--- src/sv/vdib_pkg.sv ---
package vdib_pkg;

	localparam int MAX_VERTICES = 256;
	localparam int IDX_W        = $clog2(MAX_VERTICES);
	localparam int CNT_W        = $clog2(MAX_VERTICES + 1);
	localparam int WORDS        = 11;
	localparam int VTX_W        = WORDS * 32;
	localparam int OUT_IDX_W    = 8;

	// item kinds
	localparam logic [1:0] KIND_ADD     = 2'd0;
	localparam logic [1:0] KIND_ADD_NEW = 2'd1;
	localparam logic [1:0] KIND_CLEAR   = 2'd2;

	typedef struct packed {
		logic [1:0]  kind;
		logic [31:0] pos_x;
		logic [31:0] pos_y;
		logic [31:0] pos_z;
		logic [31:0] norm_x;
		logic [31:0] norm_y;
		logic [31:0] norm_z;
		logic [31:0] col_r;
		logic [31:0] col_g;
		logic [31:0] col_b;
		logic [31:0] tex_u;
		logic [31:0] tex_v;
	} vtx_word_t;

	typedef struct packed {
		logic [OUT_IDX_W-1:0] vertex_index;
		logic                 is_new;
		logic                 store_full;
	} res_word_t;

	typedef enum logic [1:0] {
		RES_ZERO   = 2'd0,
		RES_HIT    = 2'd1,
		RES_APPEND = 2'd2,
		RES_CLEAR  = 2'd3
	} res_code_t;

	typedef struct packed {
		logic      capture;
		logic      step;
		logic      commit;
		res_code_t code;
	} dp_cmd_t;

	typedef struct packed {
		logic [1:0] kind;
		logic       hit;
		logic       more;
		logic       out_free;
	} dp_sts_t;

	// low bits of a store index as the index-list value
	function automatic logic [OUT_IDX_W-1:0] out_index(input logic [IDX_W-1:0] idx);
		logic [IDX_W+OUT_IDX_W-1:0] ext;
		ext = {{OUT_IDX_W{1'b0}}, idx};
		return ext[OUT_IDX_W-1:0];
	endfunction

endpackage

--- src/sv/vdib_ctrl.sv ---
module vdib_ctrl (
	input  logic             clk,
	input  logic             arst_n,
	input  logic             vtx_valid,
	output logic             vtx_stall,
	input  vdib_pkg::dp_sts_t sts,
	output vdib_pkg::dp_cmd_t cmd
);
	import vdib_pkg::*;

	typedef enum logic [2:0] {
		ST_IDLE   = 3'b001,
		ST_SEARCH = 3'b010,
		ST_RESULT = 3'b100
	} state_t;

	state_t    state_q, state_d;
	res_code_t code_q, code_d;

	always_comb begin
		state_d = state_q;
		code_d  = code_q;
		cmd     = '0;
		cmd.code = code_q;
		case (state_q)
			ST_IDLE: begin
				if (vtx_valid) begin
					cmd.capture = 1'b1;
					state_d     = ST_SEARCH;
				end
			end
			ST_SEARCH: begin
				state_d = ST_RESULT;
				case (sts.kind)
					KIND_ADD: begin
						if (sts.hit) begin
							code_d = RES_HIT;
						end else if (sts.more) begin
							cmd.step = 1'b1;
							state_d  = ST_SEARCH;
						end else begin
							code_d = RES_APPEND;
						end
					end
					KIND_ADD_NEW: code_d = RES_APPEND;
					KIND_CLEAR:   code_d = RES_CLEAR;
					default:      code_d = RES_ZERO;
				endcase
			end
			ST_RESULT: begin
				if (sts.out_free) begin
					cmd.commit = 1'b1;
					state_d    = ST_IDLE;
				end
			end
			default: state_d = ST_IDLE;
		endcase
	end

	always_ff @(posedge clk or negedge arst_n) begin
		if (!arst_n) begin
			state_q <= ST_IDLE;
			code_q  <= RES_ZERO;
		end else begin
			state_q <= state_d;
			code_q  <= code_d;
		end
	end

	assign vtx_stall = (state_q != ST_IDLE);

endmodule

--- config.mk ---
export PLATFORM = sky130hd
export DESIGN_NAME = vdib_ctrl
export DESIGN_NICKNAME = d
export VERILOG_FILES = /design/src/sv/vdib_pkg.sv /design/src/sv/vdib_ctrl.sv
export SDC_FILE = /design/constraint.sdc
export NUM_CORES = 1
export LEC_CHECK = 0
export ABC_AREA = 1
export BUFFER_PORTS_ARGS = -buffer_cell sky130_fd_sc_hd__buf_2
export CORE_AREA = 2 2 39 41
export CTS_CLUSTER_DIAMETER = 40
export CTS_CLUSTER_SIZE = 16
export DETAILED_ROUTE_END_ITERATION = 10
export DIE_AREA = 0 0 41 43
export PLACE_DENSITY_LB_ADDON = 0.15
export SKIP_CTS_REPAIR_TIMING = 1
export SLEW_MARGIN = 5
export SYNTH_ARGS = -nofsm -noshare
export SYNTH_HDL_FRONTEND = slang
export SYNTH_SLANG_ARGS = --single-unit
export TNS_END_PERCENT = 20
--- constraint.sdc ---
create_clock -name clk -period 0.9 [get_ports clk]
set_input_delay 0.09 -clock clk [delete_from_list [all_inputs] [get_ports clk]]
set_output_delay 0.09 -clock clk [all_outputs]
set_load 0.01 [all_outputs]
==> results of run 1 <==
-- area by class of cell --
type | instances | share of cell area, %
well taps | 16 | 4.17
multi-input cells | 30 | 37.5
inverters | 10 | 7.81
clock buffers | 4 | 5.47
flip-flops and latches | 5 | 26.3
repair buffers | 16 | 18.7
-- flip-flops by register name, summed over array words and instances (netlist names) --
| name | flops |
|---|---|
| state_q | 3 |
| code_q | 2 |
-- through the flow --
step | total power (W) | instance area, um^2 | setup slack [ns] | hold WS [ns]
final | 0.00127 | 480 | -0.335 | 0.150
after global routing | 0.00139 | 480 | -0.380 | 0.177
after global placement | 0.000971 | 434 | -0.103 | -0.0889
after floorplan | 0.000789 | 334 | -0.0634 | -0.206
after detailed placement | 0.000974 | 434 | -0.106 | -0.0900
after CTS | 0.00124 | 460 | -0.357 | -0.346
-- where the power goes --
part	total (W)	leakage [nW]	internal (W)	switching (W)
registers	0.000447	0.0621	0.000343	0.000104
logic	0.000566	0.207	0.000235	0.000331
clock network	0.000253	0.0150	0.000167	0.0000854
total	0.00127	0.284	0.000745	0.000520
-- logic make-up after synthesis --
family	Yosys count	synth area share, %
AOI/OAI and AO/OA	2	2.99
adders and majority gates	2	7.49
buffers and inverters	10	11.2
DFF	5	37.8
and+or+nand+nor	26	40.5
-- tightest hold or removal path, cell delays in order --
cell,delay [ns]
sky130_fd_sc_hd__buf_2,0.07
sky130_fd_sc_hd__inv_1,0.05
sky130_fd_sc_hd__nand4_1,0.11
sky130_fd_sc_hd__nand2_1,0.06
-- routing by layer --
metal	GRT usage (%)	vias to the layer above	wire, um
met1	9.87	155	306
met4	8.00	0	0
li1	-	179	-
met2	15.3	7	398
met3	1.57	0	27
met5	0	-	0
-- cells in the final DEF, fill, tap and decap left out --
cell and instances:
sky130_fd_sc_hd__inv_1 10, sky130_fd_sc_hd__nand3_1 4, sky130_fd_sc_hd__clkbuf_4 3, sky130_fd_sc_hd__nand2_2 1, sky130_fd_sc_hd__nor2_4 1, sky130_fd_sc_hd__nor2_1 3, sky130_fd_sc_hd__nor2_2 3, sky130_fd_sc_hd__dfstp_2 1
sky130_fd_sc_hd__nand3_2 1, sky130_fd_sc_hd__buf_4 2, sky130_fd_sc_hd__nand4_1 1, sky130_fd_sc_hd__buf_2 13, sky130_fd_sc_hd__ha_1 2, sky130_fd_sc_hd__clkbuf_1 1, sky130_fd_sc_hd__dfrtp_1 4, sky130_fd_sc_hd__dlygate4sd3_1 1
sky130_fd_sc_hd__nor4_1 1, sky130_fd_sc_hd__a21oi_1 1, sky130_fd_sc_hd__nand3_4 1, sky130_fd_sc_hd__nand2_1 10, sky130_fd_sc_hd__o21ai_0 1
-- how the worst max path moves through the flow --
stage	endpoint	depth (start not counted)	slack, ns
3_5_place_dp	state_q[1]	5	-0.11
4_1_cts	cmd[4]	3	-0.36
5_1_grt	cmd[3]	4	-0.38
3_3_place_gp	code_q[1]	5	-0.10
6_report	cmd[3]	4	-0.33
2_1_floorplan	state_q[1]	5	-0.06
==> results.md, run 1 <==
- The run finished, with violations left.
- The final reports fail on setup timing.
- Dividing the detail-routed wire length by the instance count gives approximately 9 um.
- After synthesis the netlist holds a flip-flop and latch count of 5.
- Registers take between 100 and 150 um^2.
- The pin count of the biggest net entering global routing is 6.
- The worst register-to-register path ends at state_q[1].
- After technology mapping, the gate count stands at 45.
- The worst setup skew after layout is 0.000617 ns.
- The sink count of the clock tree is 5.
- The kind of critical path is reg2out.
- Of the cells placed in the final design, the portion with a size suffix greater than 1 is between 40% and 50%.
- The most critical setup path has its startpoint at state_q[0].
- The clock reaches the later pin of the worst-skew pair after approximately 0.24 ns.
- Clock-pin slew was measured on the worst setup and hold paths at around 0.04 ns.
- Setup repair after global routing could not meet its margin everywhere.
- The total iterations of the first detailed-routing run is 4.
- The final HPWL from detailed placement is roughly 600 um.
- In this run the worst path has a maximum fanout of 5.
- The slowest cell on the critical path is sky130_fd_sc_hd__dfstp_2.
- For this run, the total global-route usage over all layers was measured as 9.50%.
- For hold timing, the worst endpoint is state_q[0].
- The number of input and output port buffers inserted is 13.
- The number of instances in the placed design is 76.
- The worst setup path is captured at a primary output.
- The wire length after detailed routing is about 730 um.
- The number of vias per cell after detailed routing is around 4.2.
- After global routing the overflow that remains totals 0.
- In this run the remaining antenna-violating nets after routing total 0.
- The initial cell density of the core is 24.1%.
- The path class of the tightest hold or removal check is in2reg.
- The static leakage is 0.284 nW.
- The average instance in the mapped netlist occupies 7.42 um^2.
- The cell class contributing the biggest share of worst-path delay is flip-flops.
- In this design, the stage delay of the slowest critical-path cell is about 0.58 ns.
- The initial detailed-routing violation count is 6.
- Of all flip-flops after synthesis, the portion carrying an async set or reset was 100%.
- Setup violations remaining at the end of the flow were counted as 9.
- The share of the yosys chip area belonging to registers is between 30% and 40%.
- The core box area is around 0.0014 mm^2.
- After synthesis, the most frequently instantiated cells are sky130_fd_sc_hd__inv_1 (10), sky130_fd_sc_hd__nand2_1 (10), sky130_fd_sc_hd__dfrtp_1 (4), sky130_fd_sc_hd__nand3_1 (4), sky130_fd_sc_hd__nor2_1 (4).
- The critical path required time is 0.81 ns.
- At the end of routability-driven placement, the weighted congestion stood at between 0.6 and 0.7.
- The logic depth of the worst register-to-register path is 5.
- Static timing analysis puts the maximum clock frequency at between 800 and 900 MHz.
- The area of the mapped netlist is 334 um^2.
- Setup total negative slack on the finished layout was measured at -1.67 ns.
- In this run the deepest clock path goes through 2 buffers.
- Fill cells in the final layout number ~150.
- The startpoint identified for the worst hold timing path is vtx_valid.
- The count of final max-slew check failures is 0.
- At the worst endpoint, the arrival time is ~1.1 ns.
- The final hold violation count is 0.
- The number of nets handed over by synthesis was 55.
- By area the synthesized netlist is led by sky130_fd_sc_hd__dfrtp_1 (30%), sky130_fd_sc_hd__inv_1 (11%), sky130_fd_sc_hd__nand2_1 (11%).
- From bottom edge to top edge, the die measures around 43 um.
- Headroom to the max-slew limit came out at a little under nine tenths.
- The share of synthesized area in the top cell type comes to around 30%.
- The floorplan has 14 rows.
- For this block, the via count after detailed routing is roughly 340.
- The final period demand of the worst path is 1.23 ns.
- The final critical path takes up 137% of the cycle.
- The layout overhead on the synthesized area is 43.8%.
- The max-cap check violation count is 0.
- Of all cell types, the one taking the most synthesized area is sky130_fd_sc_hd__dfrtp_1.
- The total CTS buffers is 3.
- The first global-routing pass estimated roughly 1100 um of wire.
- The worst-case IR drop observed on VDD is about 0.8 mV.
- Among all flip-flop cells after synthesis, the most frequent one is sky130_fd_sc_hd__dfrtp_1.
- The number of global-route vias before repair is 312.
- The core occupancy in the finished layout is 34.7%.
- The setup slack on the worst flop-to-flop path is -0.12 ns.
- The number of buffers and inverters on the critical path is 1.
- During I/O placement, the number of pins put on the boundary was 14.
- The yosys synthesis warning count is 0.
- The synthesized netlist contains 15 unique library cells.
- The actual slew at the worst max-slew pin is ~0.21 ns.
- The critical path goes through nor2_2, nand2_2, nor2_4, buf_2.
- The area of combinational cells with multiple inputs is about 180 um^2.
- The number of levels the H-tree was split into is 1.
- The worst setup path is launched from a flip-flop.
- The worst register-to-register path begins at state_q[0].
- Clock tree synthesis selected as its root buffer the cell sky130_fd_sc_hd__clkbuf_4.
- The die covers between 0.0015 and 0.002 mm^2.
- The count of flip-flops with a built-in enable after synthesis is 0.
- The number of antenna violations at the first check in global routing is 0.
- The instance count along the most critical hold path is 4.
- The count of inserted antenna diode cells is 0.
- The remaining design rule violation count is 0.
- The width of the die is 41 um.
- The total power divided by cell area is about 2600 mW/mm^2.
- The count of cells in the finished layout, fillers not included, comes to 81.
- The net count of the finished layout is 76.
- After layout, the worst setup slack is -0.335 ns.
- TritonCTS built the clock tree.
Note: power is estimated with default switching activity, not from simulation.
==> inputs of run 2 (changes only) <==
Settings changed: ABC_AREA 1 to 0.
==> run 2 against run 1 <==
The flow still finishes with violations (setup timing); first-iteration DRC count grew 67%; clock skew grew 0.0047 ns; total power grew 11%; synthesized cell count shrank 24%; flip-flop and latch count is the same; non-clock buffer count grew 9; wire length grew 4.1%; largest cell class unchanged; largest power group unchanged.
==> results.md, run 2 <==
- The critical path in this run is classified as reg2out.
- The global-route wire length before repair is 1170 um (+5.0%).
- The total via count in the routed design was 333 (-2.3%).
- The maximum fanout encountered on the critical timing path is 4 (-1).
- The fraction of registers with async set or reset after synthesis is 100% (unchanged).
- The sort of element at the end of the critical path is a primary output.
- The average routed wire per standard cell is 9.63 um (+6.7%).
- The pin count of the biggest net entering global routing is 8 (+2).
- The synthesized instance count is 34 (-24%).
- The total number of nets in the final design is 74 (-2.6%).
- In the layout the commonest cells are sky130_fd_sc_hd__buf_2 (11), sky130_fd_sc_hd__buf_4 (10), sky130_fd_sc_hd__inv_1 (4), sky130_fd_sc_hd__nand3b_1 (4), sky130_fd_sc_hd__dfrtp_1 (4).
- The global-route total usage across every layer came to 10.0% (+0.51 points).
- The cell area after placement came to 507 um^2 (+17%).
- The count of final max-slew check failures is 0 (unchanged).
- Traced cell by cell, the critical path runs through inv_2, or3_4, nor2_4, buf_6.
- The number of top-level design ports is 14 (unchanged).
- The number of buffers on the longest clock path is 2 (unchanged).
- The overall power of the completed layout is 0.00140 W (+11%).
- The number of antenna violations at the first check in global routing is 0 (unchanged).
- The total iterations of the first detailed-routing run is 4 (unchanged).
- The count of flip-flops with a built-in enable after synthesis is 0 (unchanged).
- The sink count of the clock tree is 5 (unchanged).
- The count of distinct cell types in the synthesized netlist is 18 (+3).
- The setup-violating endpoint count in the final report is 9 (unchanged).
- The max-cap check violation count is 0 (unchanged).
- The fraction of synthesized cell area taken by the top area cell type is 30.8% (+0.81 points).
- The post-synth net total was 44 (-20%).
- In the final layout, the registers with the most flip-flops are state_q (3), code_q (2).
- The number of vias per cell after detailed routing is 4.22 (+0.13%).
- The number of levels the H-tree was split into is 1 (unchanged).
- The worst hold path belongs to the class in2reg.
- The maximum operating frequency is 662 MHz (-18%).
- The residual antenna-violating net count after detailed routing is 0 (unchanged).
- The area of the mapped netlist is 325 um^2 (-2.6%).
- The layout cell share with drive strength beyond 1 is 58.7% (+19 points).
- The yosys synthesis warning count is 0 (unchanged).
- The headroom to the max-slew limit was 85.7% (-0.28 points).
- The number of global-route vias before repair is 307 (-1.6%).
- The average instance area after synthesis came to 9.57 um^2 (+29%).
- The die height is 43 um (unchanged).
- The share of the clock period used by the worst path was 168% (+31 points).
- The total CTS buffers came to 3 (unchanged).
- The actual slew at the worst max-slew pin was 0.212 ns (+0.00389 ns).
- The remaining design rule violation count is 0 (unchanged).
- The slowest stage of the critical path belongs to the cell sky130_fd_sc_hd__dfstp_2.
- The most used standard cell by instance count after synthesis is sky130_fd_sc_hd__inv_1.
- Sorting the synthesized cells by area gives the leading types as sky130_fd_sc_hd__dfrtp_1 (31%), sky130_fd_sc_hd__nand3b_1 (9.2%), sky130_fd_sc_hd__dfstp_2 (8.1%).
- The floorplan row count is 14 (unchanged).
- The largest stage delay on the critical path is 0.55 ns (-0.03 ns).
- The wire length after detailed routing is 761 um (+4.1%).
- The clock transition at the registers of the reported paths was 0.04 ns (about the same).
- The critical path required time is 0.81 ns (about the same).
- The non-filler instance count after layout was 79 (-2.5%).
- The total non-filler cell area in the finished layout is 572 um^2 (+19%).
- The count of inserted antenna diode cells was 0 (unchanged).
- The width of the die is 41 um (unchanged).
- The number of instances in the placed design was 74 (-2.6%).
- The overflow left after global routing was 0 (unchanged).
- In the synthesized netlist the dominant register cell turns out to be sky130_fd_sc_hd__dfrtp_1.
- The number of input and output port buffers inserted is 13 (unchanged).
- The root buffer cell is sky130_fd_sc_hd__clkbuf_4.
- The final period demand of the worst path was 1.51 ns (+0.276 ns).
- The storage element area is 126 um^2 (unchanged).
- The flip-flop count of the largest register, all copies and words added was 3 (unchanged).
- The core box area was 0.00138 mm^2 (unchanged).
- The least setup slack across all paths after layout is -0.611 ns (-0.276 ns).
- The final HPWL from detailed placement came to 587 um (-3.0%).
- The largest vdd supply drop is 1.25 mV (+56%).
- The data arrival time of the worst path is 1.42 ns (+0.28 ns).
- The commonest cells after synthesis are sky130_fd_sc_hd__inv_1 (5), sky130_fd_sc_hd__dfrtp_1 (4), sky130_fd_sc_hd__nand3b_1 (4).
- Compared with the post-synthesis result, the final layout area differs by 75.8%.
- The cell class contributing the biggest share of worst-path delay is flip-flops.
- The worst setup skew after layout was 0.00528 ns (+0.00466 ns).
- The share of the yosys chip area belonging to registers was 38.8% (+1.0 points).
- The final hold violation count is 0 (unchanged).
- The total power divided by cell area was 2450 mW/mm^2 (-7.0%).
- The initial cell density of the core is 23.5% (-0.63 points).
- The area of combinational cells with multiple inputs came to 206 um^2 (+15%).
- The element type at the critical path start is a flip-flop.
- The number of buffers and inverters on the critical path came to 2 (+1).
- The number of flip-flops and latches in the synthesized netlist came to 5 (unchanged).
- The area of the die is 0.00176 mm^2 (unchanged).
- The final reports fail on setup timing.
- The static leakage is 0.300 nW (+5.9%).
- The register with the most flip-flops in the final layout is state_q.
- The sum of negative setup slack was -3.28 ns (-1.61 ns).
- The number of fill cells in the layout came to 154 (+2.0%).
- The clock network latency to the later pin of the worst-skew pair is 0.25 ns (about the same).
- The global placement routability congestion came to 0.597 (-7.7%).
- The run finished, with violations left.
- The initial detailed-routing violation count is 10 (+4).
- Setup repair after global routing could not meet its margin everywhere.
- The most frequent standard cell in the layout excluding fill and tap cells is sky130_fd_sc_hd__buf_2.
- sky130_fd_sc_hd__dfrtp_1 takes more of the synthesized area than any other cell.
- The TritonCTS clock tree is built.
## run 2: metal layers
| layer | part of all wire (%) | vias up | global-route usage (%) |
|---|---|---|---|
| met5 | 0 | - | 0 |
| met4 | 0 | 0 | 8.00 |
| met3 | 6.7 | 0 | 1.57 |
| met2 | 46 | 11 | 15.3 |
| met1 | 47 | 147 | 11.5 |
| li1 | - | 175 | - |
## run 2: path summary, 6_finish.rpt
kind	slack, ns	cells after the start	startpoint	endpoint
min in group asynchronous	0.19	2	arst_n	state_q[1]
worst min register to register	0.51	1	code_q[1]	code_q[1]
worst max-delay path	-0.61	4	state_q[0]	cmd[4]
worst max register to register	-0.42	3	state_q[0]	code_q[0]
max in group asynchronous	0.50	2	arst_n	state_q[0]
worst min-delay path	0.14	4	sts[0]	state_q[2]
## run 2: power breakdown
part / total [W] / switching (W) / internal, W / leakage (nW)
clock network: 0.000270 / 0.000102 / 0.000168 / 0.0150
logic: 0.000732 / 0.000290 / 0.000442 / 0.224
registers: 0.000399 / 0.0000678 / 0.000331 / 0.0619
total: 0.00140 / 0.000460 / 0.000941 / 0.300
## run 2: tightest hold or removal path: stages
cell                      delay, ns
sky130_fd_sc_hd__buf_2         0.08
sky130_fd_sc_hd__nor2_1        0.04
sky130_fd_sc_hd__nand2_1       0.05
sky130_fd_sc_hd__a21oi_1       0.06
## run 2: area by class of cell
type	instances	area share (%)
multi-input combinational	24	36.1
timing repair buffer	25	30.4
sequential	5	22.1
clock buffer	4	4.60
tap	16	3.50
inverter	5	3.28
## run 2: kinds of logic after synthesis
logic type,count (synthesis),share of synthesized area (%)
AOI/OAI and AO/OA,6,10.4
DFF,5,38.8
and+or+nand+nor,14,30.4
adders and majority gates,2,7.69
muxes,2,6.92
buffers and inverters,5,5.77
## run 2: through the flow
step	util, %	hold WS (ns)	setup WS, ns
after floorplan	-	-0.206	-0.401
after global placement	36.6	-0.0891	-0.484
after detailed placement	36.6	-0.0906	-0.464
after CTS	38.5	-0.352	-0.625
after global routing	41.3	0.158	-0.674
final	41.3	0.136	-0.611
==> inputs of run 3 (changes only) <==
Settings changed: BUFFER_PORTS_ARGS -buffer_cell sky130_fd_sc_hd__buf_2 to not set, DONT_BUFFER_PORTS set to 1.
==> run 3 against run 2 <==
The flow still finishes with violations (setup timing); critical path depth unchanged; hold slack worse by 0.10 ns; setup slack improved by 0.066 ns; sequential power is 1% lower; die area stayed put; wire length down 7.5%; cell count fell by 15%; combinational power is 4.2% lower; total power fell by 4.2%; clock-buffer cell count is the same; largest power group unchanged.
==> results.md, run 3 (synthesis gave the netlist of run 2 again) <==
- The flow ran to the end, but the final reports show violations.
- The final reports fail on setup timing.
- The setup-violating endpoint count in the final report is 9 (unchanged).
- The global-route total usage across every layer is 8.70% (-1.3 points).
- Walking the worst path, the cells encountered are buf_4, nand2b_4, or3b_4, mux2_1.
- The pin count of the biggest net entering global routing is 9 (+1).
- The critical path is of the reg2reg type.
- The maximum fanout encountered on the critical timing path is 3 (-1).
- The area growth from synthesis to layout is 55.0%.
- The width of the die is 41 um (unchanged).
- The floorplan row count is 14 (unchanged).
- The maximum operating frequency is 692 MHz (+4.5%).
- The worst setup skew after layout is 0.00102 ns (-0.00426 ns).
- The total number of nets in the final design came to 62 (-16%).
- The actual slew at the worst max-slew pin is 0.220 ns (+0.00793 ns).
- The total via count in the routed design came to 304 (-8.7%).
- The flip-flop count of the largest register, all copies and words added was 3 (unchanged).
- The number of global-route vias before repair is 271 (-12%).
- The overall power of the completed layout came to 0.00134 W (-4.2%).
- On the critical path, the stage with the largest delay is an instance of sky130_fd_sc_hd__dfstp_2.
- The largest vdd supply drop is 1.41 mV (+13%).
- The initial detailed-routing violation count was 4 (-6).
- The residual antenna-violating net count after detailed routing is 0 (unchanged).
- The number of buffers on the longest clock path is 2 (unchanged).
- The clock network latency to the later pin of the worst-skew pair is 0.23 ns (-0.02 ns).
- Setup repair after global routing could not meet its margin everywhere.
- The data arrival time of the worst path came to 1.56 ns (+0.14 ns).
- In the final layout, the registers with the most flip-flops are state_q (3), code_q (2).
- The number of levels the H-tree was split into came to 1 (unchanged).
- The number of vias per cell after detailed routing is 4.54 (+7.6%).
- The count of inserted antenna diode cells is 0 (unchanged).
- The root buffer cell chosen for the clock tree is sky130_fd_sc_hd__clkbuf_4.
- The final HPWL from detailed placement came to 574 um (-2.2%).
- The area of the die is 0.00176 mm^2 (unchanged).
- The number of input and output port buffers inserted is 0 (-13).
- The wire length after detailed routing is 704 um (-7.5%).
- The die height is 43 um (unchanged).
- The sink count of the clock tree is 5 (unchanged).
- The largest stage delay on the critical path is 0.37 ns (-0.18 ns).
- The worst hold slack is 0.0352 ns (-0.100 ns).
- The global-route wire length before repair is 1010 um (-14%).
- The post-place setup slack came to -0.414 ns (+0.0501 ns).
- The clock transition at the registers of the reported paths is 0.04 ns (about the same).
- The worst hold path belongs to the class in2reg.
- The library cells used most frequently in the layout, excluding fill and tap cells, are sky130_fd_sc_hd__buf_4 (9), sky130_fd_sc_hd__inv_1 (4), sky130_fd_sc_hd__nand3b_1 (4), sky130_fd_sc_hd__dfrtp_1 (4).
- The average routed wire per standard cell is 10.5 um (+9.1%).
- The remaining design rule violation count is 0 (unchanged).
- The number of antenna violations at the first check in global routing was 0 (unchanged).
- The final hold violation count is 0 (unchanged).
- Leaving out fill and tap cells, the most frequent cell in the layout is sky130_fd_sc_hd__buf_4.
- The core box area came to 0.00138 mm^2 (unchanged).
- The count of final max-slew check failures was 0 (unchanged).
- The layout cell share with drive strength beyond 1 was 47.1% (-12 points).
- STA classifies the critical path startpoint as a flip-flop.
- The max-cap check violation count was 0 (unchanged).
- The sum of negative setup slack is -3.38 ns (-0.107 ns).
- The headroom to the max-slew limit is 85.3% (-0.43 points).
- The total CTS buffers is 3 (unchanged).
- The initial cell density of the core was 23.5% (unchanged).
- The register with the most flip-flops is state_q.
- The critical path required time is 1.01 ns (+0.20 ns).
- The overflow left after global routing is 0 (unchanged).
- The worst setup path is captured at a flip-flop.
- The TritonCTS clock tree is built.
- The static leakage is 0.241 nW (-20%).
- The total power divided by cell area is 2660 mW/mm^2 (+8.7%).
- The global placement routability congestion is 0.580 (-2.9%).
- The final period demand of the worst path is 1.45 ns (-0.0655 ns).
- The share of the clock period used by the worst path is 161% (-7.3 points).
- The least setup slack across all paths after layout was -0.545 ns (+0.0655 ns).
- The total iterations of the first detailed-routing run is 4 (unchanged).
- The number of top-level design ports was 14 (unchanged).
-- run 3: cell count changes in the layout (fill, tap and decap cells not counted), sizes merged --
| cell | delta |
|---|---|
| buf | -12 |
-- run 3: report_power, final --
group | leakage, nW | internal, W | total (W) | switching [W]
clock network | 0.0150 | 0.000167 | 0.000247 | 0.0000799
logic | 0.165 | 0.000410 | 0.000701 | 0.000290
registers | 0.0619 | 0.000331 | 0.000395 | 0.0000638
-- run 3: through the flow --
step                      cells  util (%)  area, um^2
after floorplan              34         -         339
after global placement       59      30.8         427
after detailed placement     59      30.8         427
after CTS                    63      32.7         453
after global routing         67      36.4         504
final                        67      36.4         504
-- run 3: critical path: cells and delay by family (launching register included) --
kind	cells	cell delay (ns)
AND/OR/NAND/NOR	2	0.50
flip-flops	1	0.37
multiplexers	1	0.31
buffers and inverters	1	0.13
-- run 3: layout make-up --
| cell class | count | area (um^2) |
|---|---|---|
| fill | 153 | 880 |
| clock buffer | 4 | 26.3 |
| timing repair buffer | 13 | 111 |
| multi-input combinational | 24 | 201 |
| inverter | 5 | 18.8 |
| sequential | 5 | 126 |
| tap | 16 | 20.0 |
-- run 3: worst paths after layout --
| check | from | end | slack [ns] | cells past startpoint |
|---|---|---|---|---|
| min | sts[0] | state_q[2] | 0.04 | 3 |
| max reg2reg | state_q[0] | code_q[1] | -0.55 | 4 |
| min in group asynchronous | arst_n | state_q[1] | 0.14 | 1 |
| max in group asynchronous | arst_n | state_q[0] | 0.51 | 1 |
| min reg2reg | code_q[1] | code_q[1] | 0.50 | 1 |
| max | state_q[0] | code_q[1] | -0.55 | 4 |
-- run 3: per-layer routing --
layer / vias up / routed length [um] / GRT usage (%)
met5: - / 0 / 0
met4: 0 / 0 / 4.00
met3: 0 / 58 / 5.24
met2: 11 / 406 / 14.4
met1: 143 / 239 / 7.89
li1: 150 / - / -
